[src/sv/hsv_color_range_vote_unit_assert.svh]
// ----------------------------------------------------------------------------
// HSV color range vote unit: assertion macros
// Shared macros for the concurrent checks in the RTL files. Each macro
// expects a clock named clk and an active-low reset named arst_n in scope.
// ----------------------------------------------------------------------------
`ifndef HSV_COLOR_RANGE_VOTE_UNIT_ASSERT_SVH
`define HSV_COLOR_RANGE_VOTE_UNIT_ASSERT_SVH

// The consequent must hold in the same cycle as the antecedent.
`define HCRV_ASSERT_HOLD(name, ante, cons, msg) \
	name: assert property (@(posedge clk) disable iff (!arst_n) (ante) |-> (cons)) \
		else $error(msg);

// The consequent must hold in the cycle after the antecedent.
`define HCRV_ASSERT_NEXT(name, ante, cons, msg) \
	name: assert property (@(posedge clk) disable iff (!arst_n) (ante) |=> (cons)) \
		else $error(msg);

`endif

[src/sv/hcrv_pkg.sv]
// ----------------------------------------------------------------------------
// HSV color range vote: shared package
// Word types for the pixel and result channels, the token that walks the
// cell chain, and the configuration register indexes.
// ----------------------------------------------------------------------------
package hcrv_pkg;

	// Configuration port
	localparam int CFG_IDX_W = 3;
	localparam int RANGE_W   = 48;
	localparam int THRESH_W  = 20;
	localparam int ACTIVE_W  = 3;

	localparam logic [CFG_IDX_W-1:0] CFG_ACTIVE = 3'd6;
	localparam logic [CFG_IDX_W-1:0] CFG_THRESH = 3'd7;

	localparam logic [THRESH_W-1:0] THRESH_RESET = 20'd800;
	localparam logic [ACTIVE_W-1:0] ACTIVE_RESET = 3'd1;

	// Result fields
	localparam int COLOR_W = 3;
	localparam int SCORE_W = 20;
	localparam logic [SCORE_W-1:0] SCORE_MAX = 20'hFFFFF;

	// Input word
	typedef struct packed {
		logic [7:0] red;
		logic [7:0] green;
		logic [7:0] blue;
		logic       point_valid;
		logic       last_point;
	} pix_t;

	// Result word
	typedef struct packed {
		logic [COLOR_W-1:0] winning_color;
		logic [SCORE_W-1:0] winning_score;
		logic               detected;
	} res_t;

	// Converted pixel as it travels down the cell chain.
	// Hue is hnum/hden in units of two degrees, saturation is snum/sden scaled to 255.
	typedef struct packed {
		logic        occ;
		logic        vote;
		logic        last;
		logic [15:0] hnum;
		logic [7:0]  hden;
		logic [15:0] snum;
		logic [7:0]  sden;
		logic [7:0]  val;
	} tok_t;

endpackage

[src/sv/hcrv_hsv_conv.sv]
// ----------------------------------------------------------------------------
// HSV color range vote: RGB to HSV conversion stage
// Registers one pixel as exact rational hue and saturation terms so the
// cells can compare against bounds by cross-multiplication.
// ----------------------------------------------------------------------------
module hcrv_hsv_conv
	import hcrv_pkg::*;
(
	input  logic clk,
	input  logic arst_n,
	input  logic en,
	input  logic take,
	input  pix_t pix,
	output tok_t tok
);

	logic [7:0]         mx;
	logic [7:0]         mn;
	logic [7:0]         d;
	logic [9:0]         kd;
	logic signed [9:0]  t;
	logic signed [11:0] base;
	logic signed [17:0] hraw;
	logic [15:0]        d180;
	logic signed [17:0] hadj;
	logic [15:0]        hnum;
	logic [7:0]         hden;
	logic [15:0]        snum;
	logic [7:0]         sden;

	// Maximum, minimum and their spread.
	always_comb begin
		mx = pix.red;
		mn = pix.red;
		if (pix.green > mx) mx = pix.green;
		if (pix.blue > mx) mx = pix.blue;
		if (pix.green < mn) mn = pix.green;
		if (pix.blue < mn) mn = pix.blue;
		d = mx - mn;
	end

	// Hue sector offset and signed difference, picked by which channel is largest.
	always_comb begin
		if (mx == pix.red) begin
			kd = 10'd0;
			t  = $signed({2'b00, pix.green}) - $signed({2'b00, pix.blue});
		end else if (mx == pix.green) begin
			kd = {1'b0, d, 1'b0};
			t  = $signed({2'b00, pix.blue}) - $signed({2'b00, pix.red});
		end else begin
			kd = {d, 2'b00};
			t  = $signed({2'b00, pix.red}) - $signed({2'b00, pix.green});
		end
		base = $signed({2'b00, kd}) + 12'(t);
		hraw = 18'(base) * 18'sd30;
		d180 = 16'(d) * 16'd180;
		hadj = (hraw < 0) ? hraw + $signed({2'b00, d180}) : hraw;
	end

	// Gray pixels have hue zero; black pixels have saturation zero.
	always_comb begin
		if (d == 8'd0) begin
			hnum = 16'd0;
			hden = 8'd1;
		end else begin
			hnum = hadj[15:0];
			hden = d;
		end
		if (mx == 8'd0) begin
			snum = 16'd0;
			sden = 8'd1;
		end else begin
			snum = 16'(d) * 16'd255;
			sden = mx;
		end
	end

	// Stage register.
	always_ff @(posedge clk or negedge arst_n) begin
		if (!arst_n) begin
			tok <= '0;
		end else if (en) begin
			tok.occ  <= take;
			tok.vote <= pix.point_valid;
			tok.last <= pix.last_point;
			tok.hnum <= hnum;
			tok.hden <= hden;
			tok.snum <= snum;
			tok.sden <= sden;
			tok.val  <= mx;
		end
	end

endmodule

[config.mk]
export PLATFORM = sky130hd
export DESIGN_NAME = hcrv_hsv_conv
export DESIGN_NICKNAME = d
export VERILOG_FILES = /design/src/sv/hsv_color_range_vote_unit_assert.svh /design/src/sv/hcrv_pkg.sv /design/src/sv/hcrv_hsv_conv.sv
export SDC_FILE = /design/constraint.sdc
export NUM_CORES = 1
export LEC_CHECK = 0
export BUFFER_PORTS_ARGS = -buffer_cell sky130_fd_sc_hd__buf_2
export CAP_MARGIN = 5
export CORE_ASPECT_RATIO = 0.9
export CORE_MARGIN = 2
export CORE_UTILIZATION = 45
export CTS_CLUSTER_SIZE = 28
export DETAILED_ROUTE_END_ITERATION = 7
export GPL_TIMING_DRIVEN = 0
export MAX_ROUTING_LAYER = met4
export PLACE_DENSITY = 0.71
export SLEW_MARGIN = 20
export SYNTH_ARGS = -nofsm -noshare
export SYNTH_HDL_FRONTEND = slang
export SYNTH_SLANG_ARGS = --single-unit
[constraint.sdc]
create_clock -name clk -period 1 [get_ports clk]
set_input_delay 0.2 -clock clk [delete_from_list [all_inputs] [get_ports clk]]
set_output_delay 0.2 -clock clk [all_outputs]
set_load 0.05 [all_outputs]
== Word-level counts from Yosys, hierarchy flattened ==
Cells that the tools add are included.

* Register bits after elaboration: 59
* Logic and storage cells: 39
* Bits of input ports: 30

* Reductions and logical operators: 2
* Order comparisons: 5
* Multipliers: 3
* Mux-type cells: 13
* Equality and inequality tests: 2
* $add $sub $neg: 6

{| class="wikitable"
|+ Operators by type and width
! cell !! number
|-
| two-way mux 16 bit || 3
|-
| two-way mux 8 bit || 6
|-
| two-way mux 10 bit || 4
|-
| subtractor 8 x 8 -> 9 bit || 3
|-
| less-than comparator 18 x 1 -> 1 bit, second input constant || 1
|-
| multiplier 12 x 5 -> 17 bit, second input constant || 1
|-
| adder 16 bit || 1
|-
| equality test 8 bit || 2
|-
| greater-than comparator 8 bit || 2
|-
| zero test 8 bit || 2
|-
| less-than comparator 8 bit || 2
|-
| multiplier 8 x 8 -> 16 bit, second input constant || 1
|-
| multiplier 8 x 6 -> 14 bit, second input constant || 1
|-
| adder 11 x 10 -> 12 bit || 1
|-
| subtractor 8 bit || 1
|}

== Logic depth before layout (Yosys ltp) ==
Gate-level depths: netlist of the first run.

* Depth in word-level cells: 12
* Depth in mapped cells: 54
* Mapped depth without buffers: 50

== Worst setup path after synthesis of the first run ==
Ideal clock, no wire load.

* Path kind: in2reg
* Start: input pix[17] (netlist bit)
* End: register tok[55] (netlist bit)
* Path buffers: 5
* Arrival: 10414 ps
* Library setup time: 95 ps
* Required time: 905 ps
* Path slack: -9509 ps
* Stages on the path: 51
* Path through: inv_1 ha_1 and3_4 o211ai_1 nand2_1 clkbuf_1 buf_2 nor2_1 a21oi_1 ha_1 a21o_1 a21oi_1 o21ai_0 a211o_1 buf_4 nand2_1 clkbuf_1 nor2_1 [15 not listed] a21oi_1 or2_2 clkbuf_1 ha_1 ha_1 xnor2_1 fa_1 inv_1 ha_1 xnor2_1 ha_1 a21oi_1 o21ai_0 a21o_1 a21oi_1 xnor2_1 a21oi_1 o31ai_1

* Longest elaborated chain between the ends: 12
* Elaborated cells on any way between the ends: 25

{| class="wikitable"
|+ Ends and longest elaborated chain
! item !! RTL line !! text
|-
| start: declaration || hcrv_hsv_conv.sv:13 || <nowiki>input pix_t pix,</nowiki>
|-
| greater-than comparator 8 bit or less-than comparator 8 bit (tied branches) || hcrv_hsv_conv.sv:35, hcrv_hsv_conv.sv:37 ||
|-
| two-way mux 8 bit (on tied branches) || hcrv_hsv_conv.sv:35, hcrv_hsv_conv.sv:37 ||
|-
| greater-than comparator 8 bit or less-than comparator 8 bit (tied branches) || hcrv_hsv_conv.sv:36, hcrv_hsv_conv.sv:38 ||
|-
| two-way mux 8 bit (on tied branches) || hcrv_hsv_conv.sv:36, hcrv_hsv_conv.sv:38 ||
|-
| subtractor 8 bit or equality test 8 bit (tied branches) || hcrv_hsv_conv.sv:39, hcrv_hsv_conv.sv:47 ||
|-
| two-way mux 10 bit || hcrv_hsv_conv.sv:47 || <nowiki>end else if (mx == pix.green) begin</nowiki>
|-
| two-way mux 10 bit || hcrv_hsv_conv.sv:44 || <nowiki>if (mx == pix.red) begin</nowiki>
|-
| adder 11 x 10 -> 12 bit || hcrv_hsv_conv.sv:54 || <nowiki>base = $signed({2'b00, kd}) + 12'(t);</nowiki>
|-
| multiplier 12 x 5 -> 17 bit || hcrv_hsv_conv.sv:55 || <nowiki>hraw = 18'(base) * 18'sd30;</nowiki>
|-
| adder 16 bit or less-than comparator 18 x 1 -> 1 bit (tied branches) || hcrv_hsv_conv.sv:57 || <nowiki>hadj = (hraw < 0) ? hraw + $signed({2'b00, d180}) : hraw;</nowiki>
|-
| two-way mux 16 bit || hcrv_hsv_conv.sv:57 ||
|-
| two-way mux 16 bit * || hcrv_hsv_conv.sv:62 || <nowiki>if (d == 8'd0) begin</nowiki>
|-
| end: declaration || hcrv_hsv_conv.sv:14 || <nowiki>output tok_t tok</nowiki>
|}

Mark *: on every way between the ends. The rest lies on a longest branch, timed or not.
A chain may end at the register's enable or synchronous reset.

== Final worst setup path of the first run ==
* Start: input pix[16] (netlist bit)
* End: register tok[55] (netlist bit)

The elaborated chain is that of the path after synthesis.

==> impl_results.md, run 1 <==
* Root buf cell: clkbuf_16
* Layout filler cell count at 1452
* Final hold violations at 58
* Total gr overflow at 0
* #FFs+latches synth at just under 60
* CP Class: primary input to register
* CTS tree: built
* Met1 wire length at between 10000 and 15000 µm
* Adder-Cell Fraction of Synth Area at between 30% and 40%
* Measured slew at the worst slew-check pin at a little under 800 ps
* Sequential cell area fraction in the yosys report at between 10 and 15%
* CTS sink cnt at between 50 and 60
* Final setup violation count at 113
* Detailed Route WL at between 30000 and 40000 µm
* CP arrival at about 9800 ps
* Failing checks: negative hold slack, negative setup slack
* Final ANT Viol Nets at 0
* Max reg flops at between 50 and 60
* Top FF cell, synth: dfrtp_1
* Met2 WL post-DR at ~18000 µm
* Rel. slew slack at a little under half
* Mapped Avg Cell Area at between 8 and 9 µm²
* Post-Synth XOR/XNOR Area at under 10%
* Instance count of the mapped netlist at between 1000 and 1500
* Syn. warnings at 0
* Hold Slack at -80.4 ps
* Residual DRC at 0
* Gpl congestion at slightly below 1
* Die Width at roughly 160 µm
* Top layer used by detailed routing: met4
* RSZ-0062 raised after global routing: true
* Drt wl/cell at around 21 µm
* Simple-Gate Fraction of Synth Area at between 10 and 15%
* Layout area overhead at 54.8%
* Crit-path max cell delay at 520 ps
* Clock-pin slew on the worst setup and hold paths at approximately 50 ps
* DRT Pass-1 Iters at 5
* H-tree depth at 3
* Largest net degree at the start of global routing at 59
* Largest Register: tok
* Clock Skew at 0 ps
* Final WS setup at -8500 ps
* Post-synthesis mux area share at ~4.0%
* EDFF count, synth at 0
* Slew Viols, Final at 0
* First-pass GRT wire length at 49800 µm
* Clk_lat worst skew at around 340 ps
* Vias at slightly above 10000
* Largest family of logic cells by synthesized area: adder cells
* Tcrit/Tclk final at 950%
* Fraction of registers with async set/reset at 100%
* Vias in the first global route at approximately 9700
* Register area at 1450 µm²
* Compound-Gate Fraction of Synth Area at between 20% and 30%
* CP Max Fanout at 7
* Placeable Area at 21600 µm²
* Synth Net Count at 1400
* Synth Cell Area at just under 10000 µm²
* Cell repeated most along the worst path: ha_4
* Wire length on met3 at between 2000 and 2500 µm
* Hold Crit Class: primary input to asynchronous set/reset pin
* Die area at about 23000 µm²
* CTS Buffer Depth at 2
* Total GRT Usage at 28.0%
* Initial core utilization at between 40% and 50%
* Max-cap violations at 0
* TritonCTS Buffers at 9
* Worst Setup End Kind: register
* Floorplan row count at roughly 50
* IO Port Bufs at 87
* Layout cells sized above 1 at about 44%
* FMAX at 105 MHz
* Synth unique cells at 73
* DR vias/cell at 5.79
* Crit-path slowest cell: fa_1
* Area of the multi-input gates at between 9000 and 10000 µm²
* Num ports at 89
* Status: finished, violations left
* Biggest regs: tok: 58 flops
* WP data required at 1250 ps
* Startpoint types: primary input
* Starting DRT DRC Count at approximately 700
* Fin nets at 1690
* Hpwl dp at between 20000 and 25000 µm
* TNS Setup at -319270 ps
* Die H at between 100 and 150 µm
* Fin crit period at 9500 ps
* Initial antenna violation count at 1
==> repair_timing <==
action | in CTS | in global routing
endpoints found under the setup margin | 113 | 116
pin swaps | 136 | 100
resized for setup | 320 | 243
endpoints found under the hold margin | 58 | 7
gates cloned | 2 | 1
buffers inserted | 120 | 78
==> through the flow <==
| stage | hold WS (ps) | util, % | worst slack [ps] | std cells | cell area (µm²) |
|---|---|---|---|---|---|
| CTS | -44.9 | 63.9 | -8100 | 1663 | 13800 |
| global placement | 432 | 51.5 | -10210 | 1527 | 11100 |
| finish | -80.4 | 70.9 | -8500 | 1736 | 15300 |
| floorplan | -95.6 | - | -8440 | 1149 | 10300 |
| global route | -6.98 | 70.9 | -8740 | 1736 | 15300 |
| detailed placement | 310 | 51.5 | -10340 | 1527 | 11100 |
==> placed cells by master (no fill, tap or decap), types with 8 or more instances in the layout <==
| master | instances |
|---|---|
| o21ai_1 | 10 |
| a21oi_2 | 32 |
| o2bb2ai_1 | 23 |
| buf_8 | 10 |
| nand2_1 | 28 |
| dfrtp_1 | 58 |
| clkbuf_16 | 13 |
| a21oi_4 | 20 |
| inv_1 | 165 |
| a21oi_1 | 38 |
| o21ai_2 | 16 |
| mux2_2 | 9 |
| xnor2_2 | 13 |
| mux2i_1 | 22 |
| inv_2 | 26 |
| xnor2_1 | 49 |
| buf_2 | 17 |
| ha_1 | 117 |
| fa_1 | 54 |
| a21o_1 | 28 |
| buf_4 | 167 |
| nand2b_1 | 9 |
| xnor2_4 | 9 |
| buf_6 | 94 |
| o2bb2ai_2 | 10 |
| nor2_1 | 44 |
| o21bai_1 | 21 |
| nor2_2 | 12 |
| clkbuf_1 | 8 |
| a22oi_1 | 9 |
| nor3_1 | 10 |
| o21ai_0 | 35 |
| nor4_1 | 17 |
| ha_4 | 43 |
| xor2_1 | 10 |
==> cell usage after synthesis (24+ instances only) <==
library cell | n | share of area, %
o21ai_0 | 62 | 3.1
a21o_1 | 29 | 2.2
mux2i_1 | 24 | 2.4
inv_1 | 203 | 7.7
fa_1 | 60 | 12
nand2_1 | 43 | 1.6
ha_1 | 161 | 20
o21bai_1 | 24 | 1.8
nor2_1 | 63 | 2.4
a21oi_1 | 87 | 4.4
xnor2_1 | 70 | 6.2
o2bb2ai_1 | 34 | 3.0
dfrtp_1 | 58 | 15
==> layer usage <==
layer / vias up / global-route usage [%]
met3: 153 / 4.16
met2: 466 / 46.1
met4: 0 / 9.72
li1: 4543 / -
met1: 4895 / 35.4
met5: - / -
==> cells by family after synthesis <==
group / Yosys count
compound gates: 302
xor+xnor: 90
fa+ha+maj: 223
buf+inv: 236
flops: 58
mux: 37
other cells: 1
simple gates: 202
==> critical path, delay by kind of cell <==
family	cells	cell delay [ps]
adder cells (fa/ha/maj)	10	3150
AO/OA/AOI/OAI	17	3310
XOR/XNOR	5	870
AND/OR/NAND/NOR	12	1200
buffers and inverters	9	1020
==> layout make-up <==
cell class	count	area share, %
timing repair buffer	281	16.5
antenna	1	0.0164
inverter	203	5.33
multi-input combinational	855	61.7
clock buffer	12	1.68
tap	291	2.38
buffer	31	2.37
clock inverter	4	0.483
sequential	58	9.49
==> path summary, 6_finish.rpt <==
kind	startpoint	end	slack [ps]	cells past startpoint
min	arst_n	tok[49]	-80	1
min reg2reg	tok[43]	tok[43]	510	1
max	pix[16]	tok[55]	-8500	53
min in group clk	take	tok[58]	100	2
max in group asynchronous	arst_n	tok[9]	540	1
max reg2reg	tok[41]	tok[41]	120	2
Power of run 1 is left out: the tool's default activity adds up to more than one toggle a clock period on the data nets, which glitch-free logic cannot reach.
==> run 2, diff against run 1 <==
--- a/config.mk
+++ b/config.mk
@@ -7,6 +7,8 @@
 export LEC_CHECK = 0
 export BUFFER_PORTS_ARGS = -buffer_cell sky130_fd_sc_hd__buf_2
 export CAP_MARGIN = 5
+export CELL_PAD_IN_SITES_DETAIL_PLACEMENT = 0
+export CELL_PAD_IN_SITES_GLOBAL_PLACEMENT = 1
 export CORE_ASPECT_RATIO = 0.9
 export CORE_MARGIN = 2
 export CORE_UTILIZATION = 45
@@ -14,7 +16,7 @@
 export DETAILED_ROUTE_END_ITERATION = 7
 export GPL_TIMING_DRIVEN = 0
 export MAX_ROUTING_LAYER = met4
-export PLACE_DENSITY = 0.71
+export PLACE_DENSITY_LB_ADDON = 0.08
 export SLEW_MARGIN = 20
 export SYNTH_ARGS = -nofsm -noshare
 export SYNTH_HDL_FRONTEND = slang
==> impl_results.md, run 2 (synthesis gave the netlist of run 1 again) <==
* Largest Register: tok (unchanged)
* Hold Slack at 104 ps (was -80.4 ps)
* R2r endpoint: tok[41] (unchanged)
* Die area at 23200 µm² (unchanged)
* Starting DRT DRC Count at 497 (was 703)
* CTS tree: built (unchanged)
* Initial antenna violation count at 0 (was 1)
* R2R depth at 1 (was 2)
* Vias at 9107 (was 10100)
* Total gr overflow at 0 (unchanged)
* Final instance area at 14600 µm² (was 15300 µm²)
* Max-cap violations at 0 (unchanged)
* Hpwl dp at 22400 µm (was 20800 µm)
* Final hold violations at 0 (was 58)
* Cell repeated most along the worst path: ha_4 (unchanged)
* Fin crit period at 9370 ps (was 9500 ps)
* Post-placement cell area at 11100 µm² (about the same)
* Final WS setup at -8370 ps (was -8500 ps)
* Initial core utilization at 45.8% (unchanged)
* CP arrival at 9610 ps (was 9750 ps)
* Num ports at 89 (unchanged)
* Commonest non-fill, non-tap cells in the layout: 178 x inv_1, 131 x buf_4, 126 x ha_1 (was 167 x buf_4, 165 x inv_1, 117 x ha_1)
* Max reg flops at 58 (unchanged)
* DRT Pass-1 Iters at 5 (unchanged)
* Reg-to-reg critical path startpoint: tok[41] (unchanged)
* Worst Hold Path EP: tok[58]
* Inst Count DP at 1528 (was 1527)
* Failing checks: negative setup slack (was negative hold slack, negative setup slack)
* Measured slew at the worst slew-check pin at 661 ps (was 782 ps)
* Tcrit/Tclk final at 937% (was 950%)
* Root buf cell: clkbuf_16 (unchanged)
* First-pass GRT wire length at 50000 µm (was 49800 µm)
* Layout cells sized above 1 at 38.2% (was 44.0%)
* Placeable Area at 21600 µm² (unchanged)
* Clock-pin slew on the worst setup and hold paths at 60 ps (was 50 ps)
* Layout area overhead at 48.1% (was 54.8%)
* Die H at 145 µm (unchanged)
* CTS sink cnt at 58 (unchanged)
* TritonCTS Buffers at 9 (unchanged)
* Vias in the first global route at 9366 (was 9659)
* WP data required at 1240 ps (was 1250 ps)
* Startpoint types: primary input (unchanged)
* # diodes at 0 (was 1)
* Largest net degree at the start of global routing at 53 (was 59)
* DR vias/cell at 5.37 (was 5.79)
* RSZ-0062 raised after global routing: true (unchanged)
* FMAX at 107 MHz (was 105 MHz)
* Die Width at 160 µm (unchanged)
* CP Max Fanout at 9 (was 7)
* Floorplan row count at 51 (unchanged)
* Total GRT Usage at 28.4% (was 28.0%)
* Gpl congestion at 0.997 (was 0.967)
* Crit-path max cell delay at 520 ps (about the same)
* Biggest regs: tok: 58 flops (unchanged)
* Layout filler cell count at 1752 (was 1452)
* Residual DRC at 0 (unchanged)
* Hold Crit Class: primary input to register (was primary input to asynchronous set/reset pin)
* WHS Path Cells at 2
* Detailed Route WL at 31700 µm (was 36700 µm)
* Drt wl/cell at 18.7 µm (was 21.1 µm)
* CTS Buffer Depth at 2 (unchanged)
* Final cell count without fillers at 1695 (was 1736)
* IO Port Bufs at 87 (unchanged)
* Final ANT Viol Nets at 0 (unchanged)
* Fin nets at 1650 (was 1690)
* Commonest non-fill, non-tap cell in the layout: inv_1 (was buf_4)
* CP Class: primary input to register (unchanged)
* CP bufs+invs at 8 (was 9)
* H-tree depth at 3 (unchanged)
* Slew Viols, Final at 0 (unchanged)
* CP delay by family, top: compound AO/OA/AOI/OAI gates (unchanged)
* Reg-to-reg slack, setup at 220 ps (was 120 ps)
* Clk_lat worst skew at 330 ps (was 340 ps)
* Final setup violation count at 113 (unchanged)
* Status: finished, violations left (unchanged)
* Rel. slew slack at 55.9% (was 47.9%)
* Crit-path slowest cell: fa_1 (unchanged)
* Clock Skew at 0 ps (unchanged)
* Worst Setup End Kind: register (unchanged)
* Hold_sp: take
run 2: cell count changes in the layout (fill, tap and decap cells not counted), sizes merged:
cell,previous run,this run
inv,197,196
dlygate4sd3,0,1
bufinv,2,0
clkinvlp,6,9
diode,1,0
buf,295,253
clkinv,2,3
run 2: metrics by stage:
stage	util, %	setup slack [ps]	setup TNS, ps
floorplan	-	-8440	-299470
detailed placement	51.7	-10450	-387070
global route	67.8	-8810	-330110
finish	67.8	-8370	-312960
CTS	64.2	-8220	-307100
global placement	51.5	-10370	-414090
run 2: worst max path at each step:
stage                       start      end  slack [ps]  depth (start not counted)
after CTS                 pix[16]  tok[55]       -8220                         51
after detailed placement  pix[11]  tok[55]      -10450                         50
after global placement    pix[11]  tok[55]      -10370                         48
after floorplan           pix[16]  tok[55]       -8440                         52
after global routing      pix[16]  tok[55]       -8810                         53
final                     pix[20]  tok[55]       -8370                         51
run 2: timing repair:
item                                   4_1_cts  5_1_grt
pin swaps                                  138       49
gates cloned                                 3        1
setup buffers                              118       32
gates resized for setup                    331      146
hold buffers                                 1        0
endpoints found under the hold margin       58        0
setup endpoints to repair                  114      116
run 2: layout make-up:
type                       count  area (µm²)  area share, %
multi-input combinational    855        9110           62.3
sequential                    58        1450           9.92
clock inverter                 5        30.0          0.205
buffer                        31         349           2.39
clock buffer                  11         243           1.66
inverter                     203         803           5.49
timing repair buffer         241        2280           15.6
tap                          291         364           2.49
run 2: routing by layer:
layer	routed length, µm	track usage [%]
met5	0	-
met4	466	4.46
met3	1730	5.65
met2	14600	44.7
met1	14900	38.8
Power of run 2 is left out for the same reason.
