`src/sv/hsv_color_range_vote_unit_assert.svh`:
```
// ----------------------------------------------------------------------------
// HSV color range vote unit: assertion macros
// Shared macros for the concurrent checks in the RTL files. Each macro
// expects a clock named clk and an active-low reset named arst_n in scope.
// ----------------------------------------------------------------------------
`ifndef HSV_COLOR_RANGE_VOTE_UNIT_ASSERT_SVH
`define HSV_COLOR_RANGE_VOTE_UNIT_ASSERT_SVH

// The consequent must hold in the same cycle as the antecedent.
`define HCRV_ASSERT_HOLD(name, ante, cons, msg) \
	name: assert property (@(posedge clk) disable iff (!arst_n) (ante) |-> (cons)) \
		else $error(msg);

// The consequent must hold in the cycle after the antecedent.
`define HCRV_ASSERT_NEXT(name, ante, cons, msg) \
	name: assert property (@(posedge clk) disable iff (!arst_n) (ante) |=> (cons)) \
		else $error(msg);

`endif

```
`src/sv/hcrv_pkg.sv`:
```
// ----------------------------------------------------------------------------
// HSV color range vote: shared package
// Word types for the pixel and result channels, the token that walks the
// cell chain, and the configuration register indexes.
// ----------------------------------------------------------------------------
package hcrv_pkg;

	// Configuration port
	localparam int CFG_IDX_W = 3;
	localparam int RANGE_W   = 48;
	localparam int THRESH_W  = 20;
	localparam int ACTIVE_W  = 3;

	localparam logic [CFG_IDX_W-1:0] CFG_ACTIVE = 3'd6;
	localparam logic [CFG_IDX_W-1:0] CFG_THRESH = 3'd7;

	localparam logic [THRESH_W-1:0] THRESH_RESET = 20'd800;
	localparam logic [ACTIVE_W-1:0] ACTIVE_RESET = 3'd1;

	// Result fields
	localparam int COLOR_W = 3;
	localparam int SCORE_W = 20;
	localparam logic [SCORE_W-1:0] SCORE_MAX = 20'hFFFFF;

	// Input word
	typedef struct packed {
		logic [7:0] red;
		logic [7:0] green;
		logic [7:0] blue;
		logic       point_valid;
		logic       last_point;
	} pix_t;

	// Result word
	typedef struct packed {
		logic [COLOR_W-1:0] winning_color;
		logic [SCORE_W-1:0] winning_score;
		logic               detected;
	} res_t;

	// Converted pixel as it travels down the cell chain.
	// Hue is hnum/hden in units of two degrees, saturation is snum/sden scaled to 255.
	typedef struct packed {
		logic        occ;
		logic        vote;
		logic        last;
		logic [15:0] hnum;
		logic [7:0]  hden;
		logic [15:0] snum;
		logic [7:0]  sden;
		logic [7:0]  val;
	} tok_t;

endpackage

```
`src/sv/hcrv_cell.sv`:
```
// ----------------------------------------------------------------------------
// HSV color range vote: one color cell
// Holds the match counter of one color range. Tests the passing pixel,
// counts a hit, and on the last pixel folds its count into the running
// best before clearing.
// ----------------------------------------------------------------------------
module hcrv_cell
	import hcrv_pkg::*;
#(
	parameter int COUNT_BITS = 20,
	parameter int INDEX      = 0
)
(
	input  logic                  clk,
	input  logic                  arst_n,
	input  logic                  en,
	input  logic                  active,
	input  logic [RANGE_W-1:0]    bounds,
	input  tok_t                  tok_in,
	input  logic [COLOR_W-1:0]    best_idx_in,
	input  logic [COUNT_BITS-1:0] best_score_in,
	output tok_t                  tok_out,
	output logic [COLOR_W-1:0]    best_idx_out,
	output logic [COUNT_BITS-1:0] best_score_out
);

	localparam logic [COUNT_BITS-1:0] COUNT_MAX = '1;

	logic [COUNT_BITS-1:0] cnt_q;
	logic [COUNT_BITS-1:0] cnt_vote;
	logic [7:0]            hl, hh, sl, sh, vl, vh;
	logic [15:0]           hlo, hhi, slo, shi;
	logic                  hok, sok, vok, hit;
	logic                  take_self;

	// Bound bytes and the cross-multiplied bounds.
	always_comb begin
		hl  = bounds[7:0];
		hh  = bounds[15:8];
		sl  = bounds[23:16];
		sh  = bounds[31:24];
		vl  = bounds[39:32];
		vh  = bounds[47:40];
		hlo = 16'(hl) * 16'(tok_in.hden);
		hhi = 16'(hh) * 16'(tok_in.hden);
		slo = 16'(sl) * 16'(tok_in.sden);
		shi = 16'(sh) * 16'(tok_in.sden);
	end

	// Range test; the hue window wraps when its low bound is above its high bound.
	always_comb begin
		if (hl <= hh) hok = (hlo <= tok_in.hnum) && (tok_in.hnum <= hhi);
		else hok = (hlo <= tok_in.hnum) || (tok_in.hnum <= hhi);
		sok = (slo <= tok_in.snum) && (tok_in.snum <= shi);
		vok = (vl <= tok_in.val) && (tok_in.val <= vh);
		hit = tok_in.occ && tok_in.vote && active && hok && sok && vok;
	end

	// Saturating count including this pixel, and the running best.
	always_comb begin
		cnt_vote  = (hit && cnt_q != COUNT_MAX) ? cnt_q + 1'b1 : cnt_q;
		take_self = (INDEX == 0) || (active && cnt_vote > best_score_in);
	end

	// Counter and hand-off registers.
	always_ff @(posedge clk or negedge arst_n) begin
		if (!arst_n) begin
			cnt_q          <= '0;
			tok_out        <= '0;
			best_idx_out   <= '0;
			best_score_out <= '0;
		end else if (en) begin
			cnt_q   <= (tok_in.occ && tok_in.last) ? '0 : cnt_vote;
			tok_out <= tok_in;
			if (take_self) begin
				best_idx_out   <= COLOR_W'(INDEX);
				best_score_out <= cnt_vote;
			end else begin
				best_idx_out   <= best_idx_in;
				best_score_out <= best_score_in;
			end
		end
	end

`include "hsv_color_range_vote_unit_assert.svh"

	`HCRV_ASSERT_NEXT(a_clear_after_last, en && tok_in.occ && tok_in.last, cnt_q == '0, "counter not cleared after the last pixel")

endmodule
```
`config.mk`:
```
export PLATFORM = sky130hd
export DESIGN_NAME = hcrv_cell
export DESIGN_NICKNAME = d
export VERILOG_FILES = /design/src/sv/hcrv_pkg.sv /design/src/sv/hcrv_cell.sv
export VERILOG_INCLUDE_DIRS = /design/src /design/src/sv
export SDC_FILE = /design/constraint.sdc
export NUM_CORES = 1
export LEC_CHECK = 0
export BUFFER_PORTS_ARGS = -buffer_cell sky130_fd_sc_hd__buf_2
export CORE_ASPECT_RATIO = 0.8
export CORE_UTILIZATION = 26
export DETAILED_ROUTE_END_ITERATION = 8
export PLACE_DENSITY_LB_ADDON = 0.25
export SLEW_MARGIN = 20
export SYNTH_ARGS = -nofsm -noshare
export SYNTH_HDL_FRONTEND = slang
export SYNTH_SLANG_ARGS = --single-unit
```
`constraint.sdc`:
```
create_clock -name clk -period 3.03 [get_ports clk]
set_clock_uncertainty 0.15 [all_clocks]
set_input_delay 0.303 -clock clk [delete_from_list [all_inputs] [get_ports clk]]
set_output_delay 0.303 -clock clk [all_outputs]
set_load 0.05 [all_outputs]
```
# After elaboration in Yosys (flattened, before gate mapping)
# Cells that the tools add are included.
[totals] ff_bits=99 wordCells=37
[classes] add_sub_neg=1 multipliers=4 order_cmp=7 eq_ne=1 mux=3 reduce_logical=11
[ops] operator="$le 16x16->1" n=4
[ops] operator="$mul 8x8->16" n=4
[ops] operator="$mux 20" n=2
[ops] operator="$le 8x8->1" n=3
[ops] operator="$add 20x1->20 const B" n=1
[ops] operator="$ne 20x20->1 const B" n=1
[ops] operator="$logic_and 1x1->1" n=10
[ops] operator="$logic_or 1x1->1" n=1
[ops] operator="$mux 1" n=1

# Depth between registers and ports, before layout
# Gate-level depths: netlist of run 1.
[depth] word_depth=10 depth_mapped=31 mapped_depth_nobuf=27

# Worst setup path after synthesis of run 1
# Ideal clock, no wire load.
[synth_path] path_type="input -> register" start="input tok_in[39] (netlist bit)" end="register cnt_q[11]" arrival_ns=6.449 required_time_ns=2.811 setup_slack_ns=-3.638 cell_stages=24 path_buffers=3 path_cell_list="clkbuf_1 -> nand2_1 -> fa_1 -> fa_1 -> fa_1 -> fa_1 -> inv_1 -> ha_1 -> nor2b_1 -> o21a_1 -> or3_1 -> a31oi_1 -> xor2_1 -> ha_1 -> a41o_1 -> a21oi_1 -> o221ai_1 -> o31a_1 -> maj3_2 -> or3b_1 -> buf_2 -> buf_6 -> or4_1 -> nand3_1"
[synth_via] elab_chain_cells=10
[synth_rtl] element="start, declared" line_no="hcrv_cell.sv:19" text="input tok_t tok_in,"
[synth_rtl] element="$mul 8x8->16 (on tied branches)" line_no="hcrv_cell.sv:44, hcrv_cell.sv:45"
[synth_rtl] element="$le 16x16->1" line_no="hcrv_cell.sv:52, hcrv_cell.sv:53"
[synth_rtl] element="$logic_or 1x1->1 / $logic_and 1x1->1 (equally long branches)" line_no="hcrv_cell.sv:53, hcrv_cell.sv:52"
[synth_rtl] element="$mux 1 *" line_no="hcrv_cell.sv:52" text="if (hl <= hh) hok = (hlo <= tok_in.hnum) && (tok_in.hnum <= hhi);"
[synth_rtl] element="$logic_and 1x1->1 * (3 in series)" line_no="hcrv_cell.sv:56" text="hit = tok_in.occ && tok_in.vote && active && hok && sok && vok;"
[synth_rtl] element="$logic_and 1x1->1 *" line_no="hcrv_cell.sv:61" text="cnt_vote = (hit && cnt_q != COUNT_MAX) ? cnt_q + 1'b1 : cnt_q;"
[synth_rtl] element="$mux 20 *" line_no="hcrv_cell.sv:61"
[synth_rtl] element="$mux 20 *" line_no="hcrv_cell.sv:73" text="cnt_q <= (tok_in.occ && tok_in.last) ? '0 : cnt_vote;"
[synth_rtl] element="end signal, assigned" line_no="hcrv_cell.sv:73"
[synth_rtl] element="end, declared" line_no="hcrv_cell.sv:29" text="logic [COUNT_BITS-1:0] cnt_q;"
# Mark *: on every way between the ends. The rest lies on a longest branch, timed or not.
# A chain may end at the register's enable or synchronous reset.

# Worst setup path in the final report of run 1
[layout_path] start="input tok_in[36] (netlist bit)" end="register best_score_out[11]"
[layout_via] elab_chain_cells=9
[layout_rtl] element="$mul 8x8->16 (on tied branches)" line_no="hcrv_cell.sv:44, hcrv_cell.sv:45"
[layout_rtl] element="$le 16x16->1" line_no="hcrv_cell.sv:52, hcrv_cell.sv:53"
[layout_rtl] element="$logic_or 1x1->1 / $logic_and 1x1->1 (equally long branches)" line_no="hcrv_cell.sv:53, hcrv_cell.sv:52"
[layout_rtl] element="$mux 1 *" line_no="hcrv_cell.sv:52"
[layout_rtl] element="$logic_and 1x1->1 * (3 in series)" line_no="hcrv_cell.sv:56"
[layout_rtl] element="$logic_and 1x1->1 *" line_no="hcrv_cell.sv:61"
[layout_rtl] element="$mux 20 *" line_no="hcrv_cell.sv:61"
[layout_rtl] element="end signal, assigned" line_no="hcrv_cell.sv:77" text="best_score_out <= cnt_vote;"
[layout_rtl] element="end signal, assigned" line_no="hcrv_cell.sv:80" text="best_score_out <= best_score_in;"
[layout_rtl] element="end, declared" line_no="hcrv_cell.sv:24" text="output logic [COUNT_BITS-1:0] best_score_out"
# Marked as above.

==> results of run 1 <==
==> layout by cell type (no fill, tap or decap), types with 15 or more instances in the layout <==
cell and instances:
inv_1 265, buf_4 236, ha_1 214, and2_1 177
buf_2 167, fa_1 136, nand2_1 127, dfrtp_1 99
mux2_2 59, a21oi_1 45, nor2_1 42, nand3_1 31
xnor2_1 29, o21ai_0 27, nand4_1 24, or3_1 23
a31oi_1 22, xor2_1 19, nor2b_1 18, a21o_1 17
o211ai_1 17, ha_4 16, inv_2 15
==> Yosys cell counts (all sizes together) (4+ instances only) <==
library cell / n / area, µm²
inv: 280 / 1050
ha: 233 / 2920
and2: 185 / 1160
fa: 144 / 2880
nand2: 134 / 503
dfrtp: 99 / 2480
a21oi: 60 / 304
mux2: 59 / 664
nor2: 47 / 176
nand3: 40 / 200
clkbuf: 38 / 143
o21ai: 35 / 175
xnor2: 30 / 263
or3: 25 / 156
a31oi: 24 / 150
nand4: 24 / 150
xor2: 19 / 166
nor2b: 18 / 113
a21o: 17 / 128
nor3: 17 / 85.1
o211ai: 17 / 128
or4: 16 / 120
buf: 9 / 55.1
and3: 7 / 43.8
or2: 7 / 43.8
a21boi: 4 / 30.0
a41o: 4 / 40.0
nor4: 4 / 25.0
o21a: 4 / 30.0
==> metal layers <==
layer  wire [µm]  GRT usage
met5           0          0
met4         463     0.0330
met1       22100      0.230
met3        2310     0.0300
met2       19300      0.241
==> cells by family after synthesis <==
family / synth area share
buffers and inverters: 0.0851
adder cells (fa/ha/maj): 0.395
multiplexers: 0.0458
AND/OR/NAND/NOR: 0.192
other: 0.000255
flip-flops: 0.168
XOR/XNOR: 0.0292
AO/OA/AOI/OAI: 0.0844
==> stage by stage <==
step	worst slack (ns)	utilization	TNS, ns	area, µm²
after detailed placement	-4.36	0.328	-166.52	18200
after floorplan	-3.38	-	-131.32	14900
after CTS	-3.57	0.343	-138.14	19100
final	-3.58	0.353	-137.80	19600
after global placement	-4.27	0.328	-163.79	18200
after global routing	-3.78	0.353	-146.05	19600
==> flip-flops by register name, summed over array words and instances, names as in the netlist <==
name,count
tok_out,59
best_score_out,20
cnt_q,20
==> cell type report <==
type / count / area [µm²] / area share
multi-input cells: 1214 / 11700 / 0.596
repair buffers: 436 / 3140 / 0.160
flip-flops and latches: 99 / 2480 / 0.126
inverters: 281 / 1050 / 0.0538
well taps: 750 / 938 / 0.0479
clock buffers: 9 / 225 / 0.0115
clock inverters: 7 / 88.8 / 0.00453
==> final timing paths <==
kind | start | slack, ns | to
max | tok_in[36] | -3.58 | best_score_out[11]
min | tok_in[0] | 0.03 | tok_out[0]
max reg2reg | cnt_q[1] | 0.13 | best_score_out[11]
min reg2reg | best_score_out[16] | 0.35 | best_score_out[16]
max in group asynchronous | arst_n | 1.65 | tok_out[49]
min in group asynchronous | arst_n | 0.32 | best_score_out[6]
==> what timing repair did <==
action | 4_1_cts | 5_1_grt
cloned | 3 | 2
hold endpoints to repair | 48 | 0
setup buffers | 9 | 8
resized for setup | 76 | 119
hold buffers | 3 | 0
setup endpoints to repair | 40 | 40
pin swaps | 74 | 117
==> where the power goes <==
group	switching, mW	leakage [nW]	total, mW	internal [mW]
clock	0.706	0.152	1.30	0.597
sequential	0.0490	1.22	1.47	1.42
combinational	4.35	8.61	8.40	4.05
total	5.10	9.99	11.2	6.07
==> metrics.cfg, run 1 <==
[outcome]
status=finished with violations
violated_checks=negative setup slack

[clock_tree]
cts_max_path_buffers=2
clock-root-buffer=clkbuf_16
clock_sinks=99
h-tree-depth=3
cts.reportedPaths.clkPinSlew_ns=0.09
clock_latency_on_the_worst_skew_pair_ns=0.40
tritoncts_buffers=9
cts_tree=yes

[setup_path]
critical_path_arrival_ns=6.78
ff2ff_path_depth=10
worstSetupPathDepth=27
endpoint_kind=flip-flop
crit_family=adder cells
cp.required_ns=3.21
critPathMaxFanout=11
critPathBufInv=7
critical_path_top_delay_cell=fa_1
type_of_the_worst_setup_path=primary input to flip-flop
cp_slowest_stage_delay_ns=0.53
cp_dominant_cell_by_count=fa_1
worst_setup_path_start_kind=primary input

[floorplanning]
core-area_mm2=0.0556
die-width_um=268
die-area_mm2=0.0575
die_h_um=215
rows=77
io_pins=216
floorplan.initialDensity=0.265

[placed_design]
dp_cell_count=2755
placed_wire_length_estimate_after_detailed_placement_um=35600
io_buffer_count=189
gp_congestion=0.832

[global_route]
grt_antenna_before_repair=0
grt_overflow=0
grt_start_max_net_pins=95
grt_pass1_vias=13500
global_route.usage.total=0.158
grt_pass1_wl_um=71500

[sta]
max_slew.worst_pin.slew_ns=0.714
slew_headroom=0.523
whs_ns=0.0332
max_clock_freq_mhz=151
timing.final.hold_violations=0
fin_crit_sh=2.18
setup_viol_count_final=40
final-max-slew-violation-count=0
layout_min_cycle_time_ns=6.61
rsz0062_at_grt=yes
final.setup.worst_slack_ns=-3.58

[power]
power.density_mw_per_mm2=570
worst_ir_drop_vdd_v=0.000262
total_leakage_power_nw=9.99
finalPower_mw=11.2

[cells_and_area]
finalNetCount=2552
n_antenna_cell=0
layout.filler_cells=5839
filler_free_cell_count_of_the_finished_design=2796
layout_cell_share_with_drive_strength_beyond_1=0.315
layout_overhead_on_the_synthesized_area_pct=33.3

[drt]
routed-via-count=12800
number_of_design_rule_violations_left_after_detail_routing=0
route.detailed.wl_per_inst_um=15.8
drtIter0Drc=470
first_pass_iters=5
antenna_left=0
drt_wl_total_um=44200
via_density=4.57

[hold_path]
hold_depth=2
timing.hold.worst.class=primary input to flip-flop

[synth]
yosysSeqAreaShare=0.168
ys_ff_latch=99
synth_cell_types=58
yosys_warnings=0
postSynthAreaPerCell_um2=8.97
cell_area_after_synthesis_mm2=0.0147
synth_edf_count=0
asyncSetResetFlopFracSynth=1.00
yosys_most_used_dff=dfrtp_1
synthCells=1639

[run]
timing.max_cap.violations=0

Power figures use the tool's default switching activity.
==> inputs of run 2 (changes only) <==
--- a/config.mk
+++ b/config.mk
@@ -7,6 +7,8 @@
 export NUM_CORES = 1
 export LEC_CHECK = 0
 export BUFFER_PORTS_ARGS = -buffer_cell sky130_fd_sc_hd__buf_2
+export CELL_PAD_IN_SITES_DETAIL_PLACEMENT = 0
+export CELL_PAD_IN_SITES_GLOBAL_PLACEMENT = 1
 export CORE_ASPECT_RATIO = 0.8
 export CORE_UTILIZATION = 26
 export DETAILED_ROUTE_END_ITERATION = 8
==> run 2 against run 1 <==
The flow still finishes with violations (negative setup slack); worst setup slack worse by 0.0023 ns; non-clock buffer count increased by 37; combinational power up 0.8%; routed wire length up 6.2%; sequential power about the same; flip-flop and latch count did not move; largest power group unchanged.
==> metrics.cfg, run 2 (synthesis gave the netlist of run 1 again) <==
[sta]
final.setup.worst_slack_ns=-3.58  ; -0.00233 ns
timing.final.hold_violations=0  ; unchanged
max_slew.worst_pin.slew_ns=0.690  ; -0.0239 ns
layout_min_cycle_time_ns=6.61  ; +0.00233 ns
rsz0062_at_grt=yes
whs_ns=0.0327  ; -0.000507 ns
slew_headroom=0.540  ; +0.0171
setup_viol_count_final=40  ; unchanged
fin_crit_sh=2.18  ; about the same
max_clock_freq_mhz=151  ; about the same
fin_setup_tns_ns=-136.34  ; +1.46 ns
final-max-slew-violation-count=0  ; unchanged

[drt]
drt_wl_total_um=47000  ; +6.2%
first_pass_iters=5  ; unchanged
route.detailed.wl_per_inst_um=16.6  ; +4.8%
via_density=4.56  ; -0.19%
routed-via-count=12900  ; +1.2%
number_of_design_rule_violations_left_after_detail_routing=0  ; unchanged
antenna_left=0  ; unchanged
drtIter0Drc=549  ; +17%

[cells_and_area]
multiInputGateArea_mm2=0.0117  ; +0.48%
layout.filler_cells=5782  ; -0.98%
finalNetCount=2589  ; +1.4%
regArea_mm2=0.00248  ; unchanged
mostFrequentLayoutCells=inv_1 (255), buf_4 (251), ha_1 (208)
final_util=0.363  ; +0.00997
reg_top3=tok_out: 59 flops, best_score_out: 20 flops, cnt_q: 20 flops
register_bank_with_the_most_flops=tok_out
layout_cell_share_with_drive_strength_beyond_1=0.331  ; +0.0160
layout_commonest_cell=inv_1
largest_register_ff_count=59  ; unchanged
finish.instance_area_mm2=0.0202  ; +2.8%
layout_overhead_on_the_synthesized_area_pct=37.0

[clock_tree]
cts_max_path_buffers=2  ; unchanged
cts_tree=yes
clock_sinks=99  ; unchanged
tritoncts_buffers=9  ; unchanged
clock-root-buffer=clkbuf_16
cts.reportedPaths.clkPinSlew_ns=0.10  ; about the same
h-tree-depth=3  ; unchanged
clock_latency_on_the_worst_skew_pair_ns=0.41  ; about the same

[power]
worst_ir_drop_vdd_v=0.000306  ; +17%
power.density_mw_per_mm2=558  ; -2.1%
total_leakage_power_nw=10.2  ; +2.1%

[global_route]
grt_antenna_before_repair=0  ; unchanged
grt_overflow=0  ; unchanged
grt_start_max_net_pins=68  ; -28%
grt_pass1_wl_um=75100  ; +5.0%
grt_pass1_vias=13500  ; +0.40%
global_route.usage.total=0.168  ; +0.0104

[floorplanning]
die-area_mm2=0.0575  ; unchanged
floorplan.initialDensity=0.265  ; unchanged
rows=77  ; unchanged
die_h_um=215  ; unchanged
core-area_mm2=0.0556  ; unchanged
die-width_um=268  ; unchanged
io_pins=216  ; unchanged

[outcome]
status=finished with violations
violated_checks=negative setup slack

[placed_design]
placed_wire_length_estimate_after_detailed_placement_um=37600  ; +5.6%
placement.cell_area_mm2=0.0183  ; +0.18%
preCtsSetupSlack_ns=-4.53  ; -0.173 ns
gp_congestion=0.837  ; +0.50%
io_buffer_count=189  ; unchanged

[hold_path]
timing.hold.worst.class=primary input to flip-flop

[setup_path]
endpoint_kind=flip-flop
critPathMaxFanout=8  ; -3
cp.required_ns=3.23  ; +0.02 ns
critical_path_arrival_ns=6.81  ; +0.03 ns
type_of_the_worst_setup_path=primary input to flip-flop
worst_setup_path_start_kind=primary input

[run]
timing.max_cap.violations=0  ; unchanged

==> run 2: changes by cell type in the layout (fill, tap and decap cells not counted), moves of 6 or more <==
cell	previous run	this run
and2_4	8	14
buf_2	167	161
or4_4	10	0
ha_1	214	208
buf_4	236	251
buf_6	11	21
inv_1	265	255
or4_1	6	16
nand3_1	31	40
and2_1	177	171
inv_2	15	25
nand3_2	9	0
==> run 2: final timing paths <==
check / start / cells past startpoint / endpoint / slack (ns)
worst max-delay path: tok_in[34] / 27 / cnt_q[6] / -3.58
worst min-delay path: tok_in[7] / 2 / tok_out[7] / 0.03
worst max register to register: cnt_q[1] / 10 / cnt_q[6] / 0.22
worst min register to register: tok_out[19] / 1 / tok_out[19] / 0.36
max in group asynchronous: arst_n / 3 / tok_out[17] / 1.62
min in group asynchronous: arst_n / 2 / best_score_out[10] / 0.30
==> run 2: critical path, cell delays in order <==
cell and delay (ns):
buf_12 0.11, buf_8 0.12, and2_4 0.15, fa_1 0.52, inv_1 0.05, fa_1 0.45, fa_1 0.48, fa_1 0.51
inv_2 0.05, ha_4 0.21, nor2b_4 0.12, o21a_1 0.22, o311a_1 0.35, nor2_1 0.14, a21oi_2 0.08, xnor2_1 0.13
ha_1 0.29, nand4_1 0.20, buf_4 0.16, a21oi_2 0.03, o41a_1 0.44, maj3_2 0.34, or3b_4 0.46, buf_4 0.17
buf_16 0.13, or4_1 0.50, nand3_1 0.08
==> run 2: routing by layer <==
layer  global-route usage  wire length [µm]
met1                0.248             24200
met2                0.258             20500
met3               0.0285              1730
met4               0.0309               516
met5                    0                 0
==> run 2: where the power goes <==
part	leakage, nW	switching, mW	internal, mW
clock	0.152	0.720	0.595
combinational	8.83	4.32	4.14
sequential	1.22	0.0564	1.42
==> run 2: through the flow <==
step | power, mW | std cells
floorplan | 6.47 | 1641
global placement | 8.89 | 2756
detailed placement | 8.96 | 2756
CTS | 10.8 | 2812
global route | 12.5 | 2833
finish | 11.3 | 2834
==> run 2: area by class of cell <==
cell class	count	share of cell area
Multi-Input combinational cell	1214	0.582
Timing Repair Buffer	473	0.180
Sequential cell	99	0.123
Inverter	281	0.0523
Tap cell	750	0.0466
Clock buffer	9	0.0112
Clock inverter	7	0.00453
Antenna cell	1	0.000124
==> run 2: repair_timing <==
action / CTS / global route
setup endpoints to repair: 40 / 40
hold endpoints to repair: 50 / 0
pin swaps: 92 / 100
setup buffers: 29 / 21
hold buffers: 7 / 0
gates resized for setup: 103 / 145
gates cloned: 4 / 4
==> inputs of run 3 (changes only) <==
--- a/config.mk
+++ b/config.mk
@@ -6,12 +6,12 @@
 export SDC_FILE = /design/constraint.sdc
 export NUM_CORES = 1
 export LEC_CHECK = 0
-export BUFFER_PORTS_ARGS = -buffer_cell sky130_fd_sc_hd__buf_2
 export CELL_PAD_IN_SITES_DETAIL_PLACEMENT = 0
 export CELL_PAD_IN_SITES_GLOBAL_PLACEMENT = 1
 export CORE_ASPECT_RATIO = 0.8
-export CORE_UTILIZATION = 26
+export CORE_UTILIZATION = 51
 export DETAILED_ROUTE_END_ITERATION = 8
+export DONT_BUFFER_PORTS = 1
 export PLACE_DENSITY_LB_ADDON = 0.25
 export SLEW_MARGIN = 20
 export SYNTH_ARGS = -nofsm -noshare
==> run 3 against run 2 <==
The flow still finishes with violations (negative setup slack); critical path depth down 1; routed wire length down 13%; sequential share of layout area up 1.6 points; worst setup slack better by 0.34 ns; flip-flop and latch count unchanged; utilization up 27 points; final cell count down 23%; non-clock buffer count down 268; die area down 49%; clock power down 3%.
==> metrics.cfg, run 3 (synthesis gave the netlist of run 1 again) <==
[outcome]
status=finished with violations
violated_checks=negative setup slack

[cells_and_area]
layout_commonest_cell=inv_1
final_util=0.631  ; +0.268
layout_cell_share_with_drive_strength_beyond_1=0.198  ; -0.133
reg_top3=tok_out: 59 flops, best_score_out: 20 flops, cnt_q: 20 flops
layout_overhead_on_the_synthesized_area_pct=21.2
mostFrequentLayoutCells=inv_1 (258), ha_1 (210), and2_1 (176)
layout.filler_cells=2360  ; -59%
finish.instance_area_mm2=0.0178  ; -12%
register_bank_with_the_most_flops=tok_out
largest_register_ff_count=59  ; unchanged
finalNetCount=2322  ; -10%

[floorplanning]
rows=55  ; -29%
die-area_mm2=0.0295  ; -49%
io_pins=216  ; unchanged
core-area_mm2=0.0283  ; -49%
die-width_um=192  ; -28%
floorplan.initialDensity=0.520  ; +0.255
die_h_um=154  ; -28%

[clock_tree]
cts_tree=yes
h-tree-depth=3  ; unchanged
cts_max_path_buffers=2  ; unchanged
clock_sinks=99  ; unchanged
cts.reportedPaths.clkPinSlew_ns=0.08  ; -0.02 ns
clock-root-buffer=clkbuf_16
clock_latency_on_the_worst_skew_pair_ns=0.37  ; -0.04 ns
tritoncts_buffers=9  ; unchanged

[placed_design]
io_buffer_count=0  ; -100%
preCtsSetupSlack_ns=-3.80  ; +0.732 ns
gp_congestion=0.839  ; +0.24%
placed_wire_length_estimate_after_detailed_placement_um=29800  ; -21%
placement.cell_area_mm2=0.0159  ; -13%

[drt]
drtIter0Drc=664  ; +21%
antenna_left=0  ; unchanged
routed-via-count=12100  ; -6.2%
route.detailed.wl_per_inst_um=18.6  ; +12%
first_pass_iters=5  ; unchanged
drt_wl_total_um=40700  ; -13%
via_density=5.54  ; +22%
number_of_design_rule_violations_left_after_detail_routing=0  ; unchanged

[global_route]
global_route.usage.total=0.285  ; +0.116
grt_start_max_net_pins=101  ; +49%
grt_pass1_wl_um=65600  ; -13%
grt_pass1_vias=12600  ; -6.6%
grt_antenna_before_repair=1  ; +1
grt_overflow=0  ; unchanged

[sta]
setup_viol_count_final=40  ; unchanged
layout_min_cycle_time_ns=6.27  ; -0.337 ns
max_clock_freq_mhz=159  ; +5.4%
slew_headroom=0.551  ; +0.0109
fin_crit_sh=2.07  ; -0.111
max_slew.worst_pin.slew_ns=0.672  ; -0.0179 ns
whs_ns=0.203  ; +0.170 ns
final.setup.worst_slack_ns=-3.24  ; +0.337 ns
final-max-slew-violation-count=0  ; unchanged
timing.final.hold_violations=0  ; unchanged
rsz0062_at_grt=yes

[hold_path]
timing.hold.worst.class=primary input to flip-flop

[setup_path]
critical_path_arrival_ns=6.43  ; -0.38 ns
type_of_the_worst_setup_path=primary input to flip-flop
worst_setup_path_start_kind=primary input
critPathMaxFanout=8  ; unchanged
rrSetupSlack_ns=0  ; -0.22 ns
cp.required_ns=3.18  ; -0.05 ns
endpoint_kind=flip-flop

[power]
worst_ir_drop_vdd_v=0.000429  ; +40%
total_leakage_power_nw=8.90  ; -13%
finalPower_mw=11.0  ; -2.3%
power.density_mw_per_mm2=616  ; +10%

[run]
timing.max_cap.violations=0  ; unchanged

-- run 3: through the flow --
step                std cells  setup TNS [ns]
floorplan                1641         -131.32
global placement         2077         -145.22
detailed placement       2077         -145.82
CTS                      2172         -123.36
global route             2187         -135.37
finish                   2187         -124.98
-- run 3: critical path: stages --
cell and delay [ns]:
nand2_1 0.06, fa_1 0.50, fa_1 0.57, inv_2 0.04, fa_1 0.55, inv_2 0.04
fa_1 0.55, inv_2 0.05, ha_4 0.26, inv_2 0.04, o21bai_1 0.15, a21oi_2 0.09
o21bai_1 0.21, a41oi_2 0.17, a21oi_2 0.18, xnor2_1 0.09, ha_1 0.30, nand4_1 0.13
nor2_1 0.06, a221o_1 0.29, o31a_1 0.37, nor2_2 0.21, or3b_4 0.48, buf_6 0.16
or4_1 0.49, nand3_1 0.10
-- run 3: power by group --
part / total (mW) / switching [mW] / internal, mW
sequential: 1.85 / 0.439 / 1.41
clock: 1.27 / 0.673 / 0.602
combinational: 7.86 / 3.81 / 4.05
-- run 3: cell type report --
type                            count  area, µm²  share of cell area
Multi-Input combinational cell   1215      11700               0.655
Inverter                          281       1050              0.0591
Timing Repair Buffer              205       1840               0.103
Sequential cell                    99       2480               0.139
Clock inverter                      7       88.8             0.00498
Antenna cell                        1       2.50            0.000140
Tap cell                          370        463              0.0260
Clock buffer                        9        225              0.0126
-- run 3: path summary, 6_finish.rpt --
check,cells past startpoint,endpoint,from
max in group asynchronous,2,tok_out[34],arst_n
worst max-delay path,26,cnt_q[6],bounds[25]
min in group asynchronous,2,best_score_out[11],arst_n
worst max register to register,9,cnt_q[6],cnt_q[0]
worst min register to register,1,cnt_q[8],cnt_q[8]
worst min-delay path,3,best_score_out[16],en
-- run 3: per-layer routing --
metal,GRT usage,up-vias,share of wire
met5,0,-,0
li1,-,5747,-
met2,0.446,316,0.45
met3,0.0742,43,0.076
met1,0.396,6019,0.45
met4,0.0559,0,0.015
-- run 3: timing repair --
action,CTS,global route
pin swaps,106,89
hold buffers,62,1
buffers inserted,15,11
gates cloned,2,3
gates resized for setup,90,71
endpoints found under the setup margin,40,40
endpoints found under the hold margin,180,2
